$ cat src/rtl/spd_pid_pkg.sv
// ----------------------------------------------------------------------------
// Speed PID package
// Shared types and constants for the velocity PID controller.
// ----------------------------------------------------------------------------
package spd_pid_pkg;

  localparam int unsigned FracBitsDef = 8;

  localparam int unsigned VelW   = 16;
  localparam int unsigned GainW  = 16;
  localparam int unsigned LimitW = 15;
  localparam int unsigned CfgIdxW = 3;
  localparam int unsigned CfgDatW = 16;

  // shared multiplier: signed operand A, unsigned operand B
  localparam int unsigned MulAW = 35;
  localparam int unsigned MulBW = 16;
  localparam int unsigned MulPW = MulAW + MulBW;

  typedef enum logic [CfgIdxW-1:0] {
    CFG_GAIN_P     = 3'd0,
    CFG_GAIN_I     = 3'd1,
    CFG_GAIN_D     = 3'd2,
    CFG_PERIOD_SEC = 3'd3,
    CFG_PERIOD_INV = 3'd4,
    CFG_SPEED_LIM  = 3'd5
  } cfg_idx_e;

  localparam logic [GainW-1:0]  GainPRst     = 16'd256;
  localparam logic [GainW-1:0]  GainIRst     = 16'd26;
  localparam logic [GainW-1:0]  GainDRst     = 16'd13;
  localparam logic [GainW-1:0]  PeriodSecRst = 16'd655;
  localparam logic [GainW-1:0]  PeriodInvRst = 16'd100;
  localparam logic [LimitW-1:0] SpeedLimRst  = 15'd2560;

  typedef struct packed {
    logic                   path_present;
    logic                   horizon_present;
    logic signed [VelW-1:0] setpoint_velocity;
    logic signed [VelW-1:0] measured_velocity;
  } in_t;

  typedef struct packed {
    logic signed [VelW-1:0] speed_command;
    logic                   clamped;
  } out_t;

  typedef struct packed {
    logic signed [MulAW-1:0] a;
    logic        [MulBW-1:0] b;
  } mul_op_t;

endpackage

$ cat src/rtl/spd_mul.sv
// ----------------------------------------------------------------------------
// Shared multiplier
// Signed by unsigned multiply with a registered product, one per cycle.
// ----------------------------------------------------------------------------
module spd_mul (
  input  logic                                   clk_i,
  input  spd_pid_pkg::mul_op_t                   op_i,
  output logic signed [spd_pid_pkg::MulPW-1:0]   prod_o
);

  logic signed [spd_pid_pkg::MulPW-1:0] full;
  logic signed [spd_pid_pkg::MulPW-1:0] prod_q;

  // B is non-negative, so the product fits in MulAW + MulBW bits
  assign full = op_i.a * $signed({1'b0, op_i.b});

  always_ff @(posedge clk_i) begin
    prod_q <= full;
  end

  assign prod_o = prod_q;

endmodule

$ cat src/rtl/speed_pid_step_top.sv
// An input transaction is taken in the idle state and runs through states M0 to M7,
// one sequencer step per cycle around the shared registered multiplier (six products,
// one sum); a waiting result holds the last step. A new item is taken only once the
// last one has left M7. Items without a trajectory are consumed with no result.
// Reset clears integral, last error and output valid, and loads register defaults.
// ----------------------------------------------------------------------------
// Speed PID step
// Velocity PID controller: error, saturating integral, derivative via
// reciprocal period, acceleration and clamped speed command.
// ----------------------------------------------------------------------------
module speed_pid_step_top #(
  parameter int unsigned FracBits = spd_pid_pkg::FracBitsDef
) (
  input  logic                                  clk_i,
  input  logic                                  rst_ni,
  input  logic                                  in_valid_i,
  output logic                                  in_ready_o,
  input  spd_pid_pkg::in_t                      in_data_i,
  output logic                                  out_valid_o,
  input  logic                                  out_ready_i,
  output spd_pid_pkg::out_t                     out_data_o,
  input  logic                                  cfg_valid_i,
  output logic                                  cfg_ready_o,
  input  logic [spd_pid_pkg::CfgIdxW-1:0]       cfg_index_i,
  input  logic [spd_pid_pkg::CfgDatW-1:0]       cfg_data_i
);

  typedef enum logic [3:0] {
    ST_IDLE, ST_M0, ST_M1, ST_M2, ST_M3, ST_M4, ST_M5, ST_M6, ST_M7
  } state_e;

  localparam logic signed [51:0] Sat32Max = 52'sh7FFFFFFF;
  localparam logic signed [51:0] Sat32Min = -Sat32Max - 52'sd1;

  function automatic logic signed [31:0] sat32(input logic signed [51:0] v);
    logic signed [31:0] r;
    if (v > Sat32Max) begin
      r = 32'sh7FFFFFFF;
    end else if (v < Sat32Min) begin
      r = 32'sh80000000;
    end else begin
      r = v[31:0];
    end
    return r;
  endfunction

  // configuration registers
  logic [spd_pid_pkg::GainW-1:0]  gain_p_q, gain_i_q, gain_d_q;
  logic [spd_pid_pkg::GainW-1:0]  period_sec_q, period_inv_q;
  logic [spd_pid_pkg::LimitW-1:0] speed_lim_q;

  assign cfg_ready_o = 1'b1;

  always_ff @(posedge clk_i or negedge rst_ni) begin
    if (!rst_ni) begin
      gain_p_q     <= spd_pid_pkg::GainPRst;
      gain_i_q     <= spd_pid_pkg::GainIRst;
      gain_d_q     <= spd_pid_pkg::GainDRst;
      period_sec_q <= spd_pid_pkg::PeriodSecRst;
      period_inv_q <= spd_pid_pkg::PeriodInvRst;
      speed_lim_q  <= spd_pid_pkg::SpeedLimRst;
    end else if (cfg_valid_i) begin
      case (spd_pid_pkg::cfg_idx_e'(cfg_index_i))
        spd_pid_pkg::CFG_GAIN_P:     gain_p_q     <= cfg_data_i;
        spd_pid_pkg::CFG_GAIN_I:     gain_i_q     <= cfg_data_i;
        spd_pid_pkg::CFG_GAIN_D:     gain_d_q     <= cfg_data_i;
        spd_pid_pkg::CFG_PERIOD_SEC: period_sec_q <= cfg_data_i;
        spd_pid_pkg::CFG_PERIOD_INV: period_inv_q <= cfg_data_i;
        spd_pid_pkg::CFG_SPEED_LIM:  speed_lim_q  <= cfg_data_i[spd_pid_pkg::LimitW-1:0];
        default: ;
      endcase
    end
  end

  state_e                   state_q;
  logic signed [16:0]       err_q, last_err_q;
  logic signed [15:0]       meas_q;
  logic signed [31:0]       integ_q, accel_q;
  logic signed [33:0]       deriv_q;
  logic signed [51:0]       acc_q;
  logic                     out_valid_q;
  spd_pid_pkg::out_t        out_q;

  spd_pid_pkg::mul_op_t                  mul_op;
  logic signed [spd_pid_pkg::MulPW-1:0]  prod;
  logic signed [spd_pid_pkg::MulPW-1:0]  prod_sh;
  logic signed [17:0]                    err_diff;
  logic signed [33:0]                    integ_sum;
  logic signed [51:0]                    acc_sum;
  logic signed [32:0]                    speed, lim, lim_neg;
  logic signed [16:0]                    tgt, err_new;

  spd_mul u_mul (
    .clk_i  (clk_i),
    .op_i   (mul_op),
    .prod_o (prod)
  );

  assign err_diff = 18'(err_q) - 18'(last_err_q);

  // operand selection for the shared multiplier
  always_comb begin
    mul_op.a = '0;
    mul_op.b = '0;
    case (state_q)
      ST_M0: begin
        mul_op.a = 35'(err_q);
        mul_op.b = period_sec_q;
      end
      ST_M1: begin
        mul_op.a = 35'(err_diff);
        mul_op.b = period_inv_q;
      end
      ST_M2: begin
        mul_op.a = 35'(err_q);
        mul_op.b = gain_p_q;
      end
      ST_M3: begin
        mul_op.a = 35'(integ_q);
        mul_op.b = gain_i_q;
      end
      ST_M4: begin
        mul_op.a = 35'(deriv_q);
        mul_op.b = gain_d_q;
      end
      // kept through the output wait so the product stays in place
      ST_M6, ST_M7: begin
        mul_op.a = 35'(accel_q);
        mul_op.b = period_sec_q;
      end
      default: ;
    endcase
  end

  always_comb begin
    tgt       = in_data_i.horizon_present ? 17'(in_data_i.setpoint_velocity) : 17'sd0;
    err_new   = tgt - 17'(in_data_i.measured_velocity);
    prod_sh   = prod >>> 16;
    integ_sum = 34'(integ_q) + 34'(prod_sh);
    acc_sum   = acc_q + 52'(prod);
    speed     = 33'(meas_q) + 33'(prod_sh);
    lim       = $signed({18'd0, speed_lim_q});
    lim_neg   = -lim;
  end

  assign in_ready_o  = (state_q == ST_IDLE);
  assign out_valid_o = out_valid_q;
  assign out_data_o  = out_q;

  always_ff @(posedge clk_i or negedge rst_ni) begin
    if (!rst_ni) begin
      state_q     <= ST_IDLE;
      err_q       <= '0;
      last_err_q  <= '0;
      meas_q      <= '0;
      integ_q     <= '0;
      accel_q     <= '0;
      deriv_q     <= '0;
      acc_q       <= '0;
      out_valid_q <= 1'b0;
      out_q       <= '0;
    end else begin
      if (out_valid_q && out_ready_i && (state_q != ST_M7)) begin
        out_valid_q <= 1'b0;
      end
      case (state_q)
        ST_IDLE: begin
          // an item without trajectory is consumed with no result
          if (in_valid_i && in_data_i.path_present) begin
            err_q   <= err_new;
            meas_q  <= in_data_i.measured_velocity;
            state_q <= ST_M0;
          end
        end
        ST_M0: state_q <= ST_M1;
        ST_M1: begin
          integ_q    <= sat32(52'(integ_sum));
          last_err_q <= err_q;
          state_q    <= ST_M2;
        end
        ST_M2: begin
          deriv_q <= prod[33:0];
          state_q <= ST_M3;
        end
        ST_M3: begin
          acc_q   <= 52'(prod);
          state_q <= ST_M4;
        end
        ST_M4: begin
          acc_q   <= acc_sum;
          state_q <= ST_M5;
        end
        ST_M5: begin
          accel_q <= sat32(acc_sum >>> FracBits);
          state_q <= ST_M6;
        end
        ST_M6: state_q <= ST_M7;
        ST_M7: begin
          // hold until the output register is free
          if (!out_valid_q || out_ready_i) begin
            out_valid_q <= 1'b1;
            if (speed > lim) begin
              out_q.speed_command <= lim[15:0];
              out_q.clamped       <= 1'b1;
            end else if (speed < lim_neg) begin
              out_q.speed_command <= lim_neg[15:0];
              out_q.clamped       <= 1'b1;
            end else begin
              out_q.speed_command <= speed[15:0];
              out_q.clamped       <= 1'b0;
            end
            state_q <= ST_IDLE;
          end
        end
        default: state_q <= ST_IDLE;
      endcase
    end
  end

endmodule

$ cat config.mk
export PLATFORM = sky130hd
export DESIGN_NAME = speed_pid_step_top
export DESIGN_NICKNAME = d
export VERILOG_FILES = /design/src/rtl/spd_pid_pkg.sv /design/src/rtl/spd_mul.sv /design/src/rtl/speed_pid_step_top.sv
export SDC_FILE = /design/constraint.sdc
export NUM_CORES = 2
export LEC_CHECK = 0
export ABC_AREA = 1
export BUFFER_PORTS_ARGS = -buffer_cell sky130_fd_sc_hd__buf_2
export CORE_ASPECT_RATIO = 0.7
export CORE_UTILIZATION = 45
export DETAILED_ROUTE_END_ITERATION = 12
export GPL_TIMING_DRIVEN = 0
export HOLD_SLACK_MARGIN = 0.1
export SYNTH_ARGS = -nofsm -noshare
export SYNTH_HDL_FRONTEND = slang
export SYNTH_HIERARCHICAL = 1
export SYNTH_SLANG_ARGS = --single-unit
export TNS_END_PERCENT = 1
$ cat constraint.sdc
create_clock -name clk_i -period 18.09 [get_ports clk_i]
set_clock_uncertainty 0.2 [all_clocks]
set_input_delay 0 -clock clk_i [delete_from_list [all_inputs] [get_ports clk_i]]
set_output_delay 0 -clock clk_i [all_outputs]
set_load 0.005 [all_outputs]
Word level (Yosys, flattened, before mapping)
Cells that the tools add are included.
Widths: inputs -> output; s select.
{ "classes": {"add_sub_neg": 6, "mul": 1, "n_lt_le_gt_ge": 6, "n_eq_ne": 16, "muxes": 15, "reduce_logical": 18} }
{ "op_table": {"columns": ["op", "count"], "rows": [
  ["$pmux 51 s6", 1],
  ["$mux 32", 4],
  ["$pmux 52 s2", 1],
  ["$add 52x51->52", 1],
  ["$mul 35x17->51", 1],
  ["$mux 17", 3],
  ["$gt 44x32->1 const B", 1],
  ["$lt 44x32->1 const B", 1],
  ["$pmux 4 s9", 1],
  ["$add 32x34->34", 1],
  ["$gt 34x32->1 const B", 1],
  ["$lt 34x32->1 const B", 1],
  ["$add 16x33->33", 1],
  ["$gt 33x16->1", 1],
  ["$lt 33x33->1", 1],
  ["$neg 15->33", 1],
  ["$reduce_and 2->1", 9],
  ["$sub 17x17->18", 1],
  ["$sub 17x16->17", 1],
  ["$eq 4x3->1 const B", 4],
  ["$eq 4x2->1 const B", 2],
  ["$mux 4", 2],
  ["$eq 3x2->1 const B", 2],
  ["$eq 3x3->1 const B", 2],
  ["14 further kinds", 18]
]} }
{ "totals": {"ff_bits": 368, "in_bits": 58, "output_inout_bits": 20, "word_cells": 80} }

Depth between registers and ports, before layout
{ "logic_depth": {"ltp_word": 5, "ltp_mapped": 46} }

By module
Netlist, hierarchy kept.
{ "by_module_without_submodules": {"columns": ["module", "n_inst", "cells_per_inst", "area_per_inst_um2"], "rows": [
  ["speed_pid_step_top", 1, 3697, 25319.3],
  ["spd_mul", 1, 2963, 22140.0]
]} }

Least setup slack after synthesis
Ideal clock, no wire load.
{ "synth_path": {"path_kind": "register to register", "start": "reg err_q[2]", "end": "reg u_mul.prod_q (netlist bit u_mul/prod_o[50])", "setup_time_ns": 0.112, "arrival_time_ns": 7.475, "slack_ns": 10.303, "path_stages_with_launch": 43, "cell_sequence": "dfrtp_1 > ha_1 > nand3_1 > nand3_1 > nand2_1 > nand2_1 > nand2_1 > nand2_1 > nand3_1 > o2111ai_1 > a21oi_1 > or2_2 > nand3_1 > nand2_1 > inv_1 > buf_2 > nand3_1 > clkbuf_1 > (+7 left out) > fa_1 > inv_1 > fa_1 > inv_1 > fa_1 > inv_1 > fa_1 > inv_1 > ha_1 > nand2_1 > inv_1 > nand2_1 > nor3b_2 > nand2_1 > a21oi_1 > nor2_1 > nand2_1 > nand2_1"} }
{ "synth_rtl": {"columns": ["item", "line", "rtl"], "rows": [
  ["start: declaration", "speed_pid_step_top.sv:76", "logic signed [16:0] err_q, last_err_q;"],
  ["start signal: assignment", "speed_pid_step_top.sv:170", "err_q <= err_new;"],
  ["end signal: assignment", "spd_mul.sv:18", "prod_q <= full;"],
  ["end: declaration", "spd_mul.sv:12", "logic signed [spd_pid_pkg::MulPW-1:0] prod_q;"]
]} }

==> impl_metrics.env <==
export IMPL_floorplan_initialDensity_pct=45.5
export IMPL_detail_route_antenna_nets=0
export IMPL_grt_max_degree=100
export IMPL_synth_main_ff_cell="dfrtp_1"
export IMPL_dieArea_sq_um=107000
export IMPL_viasPerCell=5.36
export IMPL_ys_warn_count=6
export IMPL_row_count=99
export IMPL_core_sq_um=104000
export IMPL_finalMaxSlewViolations=0
export IMPL_clock_root_buffer="clkbuf_16"
export IMPL_syn_num_nets=7566
export IMPL_drive_gt1_share_pct=4.91
export IMPL_io_buffers=75
export IMPL_final_setup_tns_ns=0
export IMPL_clk_pin_slew_worst_paths_ns=0.07
export IMPL_synth_seq_cells=368
export IMPL_syn_to_final_growth_pct=9.48
export IMPL_clockBufferDepth=3
export IMPL_grt_usage_pct=34.2
export IMPL_grt_pass1_vias=42300
export IMPL_h_tree_depth=2
export IMPL_rsz0062_at_grt="false"
export IMPL_cap_viol_max_count=0
export IMPL_arrival_ns=11.51
export IMPL_async_flop_share_pct=86.1
export IMPL_cp_end_kind="flop"
export IMPL_hold_viol=0
export IMPL_synth_seq_area_share_pct=18.9
export IMPL_yosysUniqueCellTypes=70
export IMPL_fp_dieH_um=274
export IMPL_fin_crit_ns=11.21
export IMPL_first_iter_violations=5058
export IMPL_antenna_found_initial=13
export IMPL_cp_common_cell="inv_1"
export IMPL_clock_fmax_mhz=89.2
export IMPL_cts_tree="yes"
export IMPL_gr_total_overflow=0
export IMPL_clock_sinks=368
export IMPL_crit_required_ns=18.39
export IMPL_cp_max_fo=10
export IMPL_fin_crit_sh_pct=62.0
export IMPL_hpwlAfterDp_mm=152
export IMPL_num_vias=44600
export IMPL_dr_pass1_iters=6
export IMPL_holdCritPathClass="in -> reg"
export IMPL_finalSetupViolations=0
export IMPL_max_stage_delay_ns=0.98
export IMPL_status="finished, final reports clean"
export IMPL_grt_pass1_wl_mm=270
export IMPL_fillCellCount=10700
export IMPL_synthCells=6660
export IMPL_synth_edff_count=0
export IMPL_worstSetupStartpointType="flop"
export IMPL_drc_errors=0
export IMPL_cts_buffers=38
export IMPL_wl_per_cell_um=21.9
export IMPL_layout_nets=7780
export IMPL_tightest_slew_ns=1.41
export IMPL_crit_buf_inv=14
export IMPL_insertion_delay_ns=0.61
export IMPL_critical_path_top_delay_family="buffers and inverters"
export IMPL_crit_type="reg -> reg"
export IMPL_wl_mm=182
export IMPL_synth_area_sq_um=47500
export IMPL_io_pin_count=78
export IMPL_relSlewSlack_pct=5.74
export IMPL_avgSynthCellArea_sq_um=7.13
export IMPL_crit_slowest_cell="clkbuf_1"
export IMPL_die_width_um=390
export IMPL_gp_congestion=1.07
cell usage in the layout (no fill, tap or decap), drive strengths merged, types with 45 or more instances in the layout:
cell type | netlist | final
o21ai | 370 | 370
dfrtp | 299 | 299
dfxtp | 51 | 51
a21oi | 313 | 313
ha | 317 | 317
dlygate4sd3 | 0 | 94
xor2 | 98 | 98
nand3 | 210 | 210
nor3 | 51 | 51
nand2 | 2076 | 2076
inv | 1402 | 1404
clkbuf | 217 | 274
xnor2 | 45 | 45
buf | 25 | 104
fa | 531 | 531
nand4 | 57 | 57
nor2 | 379 | 379
synthesized netlist by cell type, drive strengths merged (10+ instances only):
cell type  number  area (sq um)
nand2        2076          7920
inv          1402          5260
fa            531         10600
nor2          379          1550
o21ai         370          1870
ha            317          3970
a21oi         313          1610
dfrtp         299          7480
clkbuf        217           815
nand3         210          1160
xor2           98           873
nand4          57           357
dfxtp          51          1020
nor3           51           285
xnor2          45           394
o21bai         31           244
buf            25           198
a221oi         23           201
o211ai         22           180
dfstp          18           473
or2            18           113
a22o           15           131
nand3b         12           103
o21a           10          75.1
flip-flops by register name (all words and copies together) (netlist names), 4 cells and up:
| name | cells |
|---|---|
| acc_q | 52 |
| u_mul/prod_o | 51 |
| deriv_q | 34 |
| accel_q | 32 |
| integ_q | 32 |
| err_q | 17 |
| last_err_q | 17 |
| out_data_o | 17 |
| gain_d_q | 16 |
| gain_i_q | 16 |
| gain_p_q | 16 |
| meas_q | 16 |
| period_inv_q | 16 |
| period_sec_q | 16 |
| speed_lim_q | 15 |
| state_q | 4 |
final timing paths:
kind	slack (ns)	to	from	cells past startpoint
setup / recovery	6.88	u_mul/prod_o[47]$_DFF_P_	state_q[2]$_DFFE_PN0P_	33
hold / removal	0.14	meas_q[4]$_DFFE_PN0P_	in_data_i[4]	4
min in group asynchronous	0.25	period_sec_q[14]$_DFFE_PN0P_	rst_ni	4
hold reg to reg	0.28	out_data_o[0]$_DFFE_PN0P_	out_data_o[0]$_DFFE_PN0P_	2
max in group asynchronous	16.11	acc_q[2]$_DFFE_PN0P_	rst_ni	6
setup reg to reg	6.88	u_mul/prod_o[47]$_DFF_P_	state_q[2]$_DFFE_PN0P_	33
per-stage QoR:
step	hold WS (ns)	setup slack (ns)	cell area (sq um)	instances	util [%]
CTS	0.101	7.00	51900	8316	49.8
finish	0.135	6.88	52000	8318	49.8
detailed placement	-0.316	7.06	49700	8152	47.6
floorplan	-0.496	10.30	47500	6660	-
global placement	0.0970	7.04	49600	8149	47.6
global route	0.143	6.64	52000	8317	49.8
repair_timing:
| action | CTS | global route |
|---|---|---|
| resized for setup | 0 | 0 |
| endpoints found under the setup margin | 0 | 0 |
| buffers inserted | 0 | 0 |
| hold buffers | 95 | 0 |
| hold endpoints to repair | 449 | 0 |
cells by family after synthesis:
| kind of cell | synth area share, % |
|---|---|
| other | 0.00790 |
| flip-flops | 18.9 |
| buffers and inverters | 13.2 |
| AO/OA/AOI/OAI | 10.0 |
| adder cells (fa/ha/maj) | 30.8 |
| AND/OR/NAND/NOR | 24.4 |
| XOR/XNOR | 2.67 |
layer usage:
metal,up-vias,wire [um],GRT usage (%)
met2,2005,69500,45.6
met4,10,3840,6.67
met3,206,23500,11.8
met5,-,184,0.976
met1,21700,85100,52.5
li1,20700,-,-
worst reg2reg max path: cells and delay by family, from the launching register on:
family / cells / cell delay (ns)
adder cells (fa/ha/maj): 7 / 3.56
flip-flops: 1 / 0.39
buffers and inverters: 14 / 3.91
AND/OR/NAND/NOR: 12 / 3.05
layout make-up:
type | count | area (sq um) | area share (%)
Antenna cell | 1 | 2.50 | 0.00482
Buffer | 242 | 1010 | 1.95
Clock buffer | 56 | 1110 | 2.14
Clock inverter | 13 | 176 | 0.340
Inverter | 1404 | 5270 | 10.1
Multi-Input combinational cell | 4646 | 32200 | 62.0
Sequential cell | 368 | 8980 | 17.3
Tap cell | 1414 | 1770 | 3.40
Timing Repair Buffer | 174 | 1440 | 2.78
Power is not shown: default switching activity piles up to over one toggle a cycle in this logic, so the estimate is an artifact.
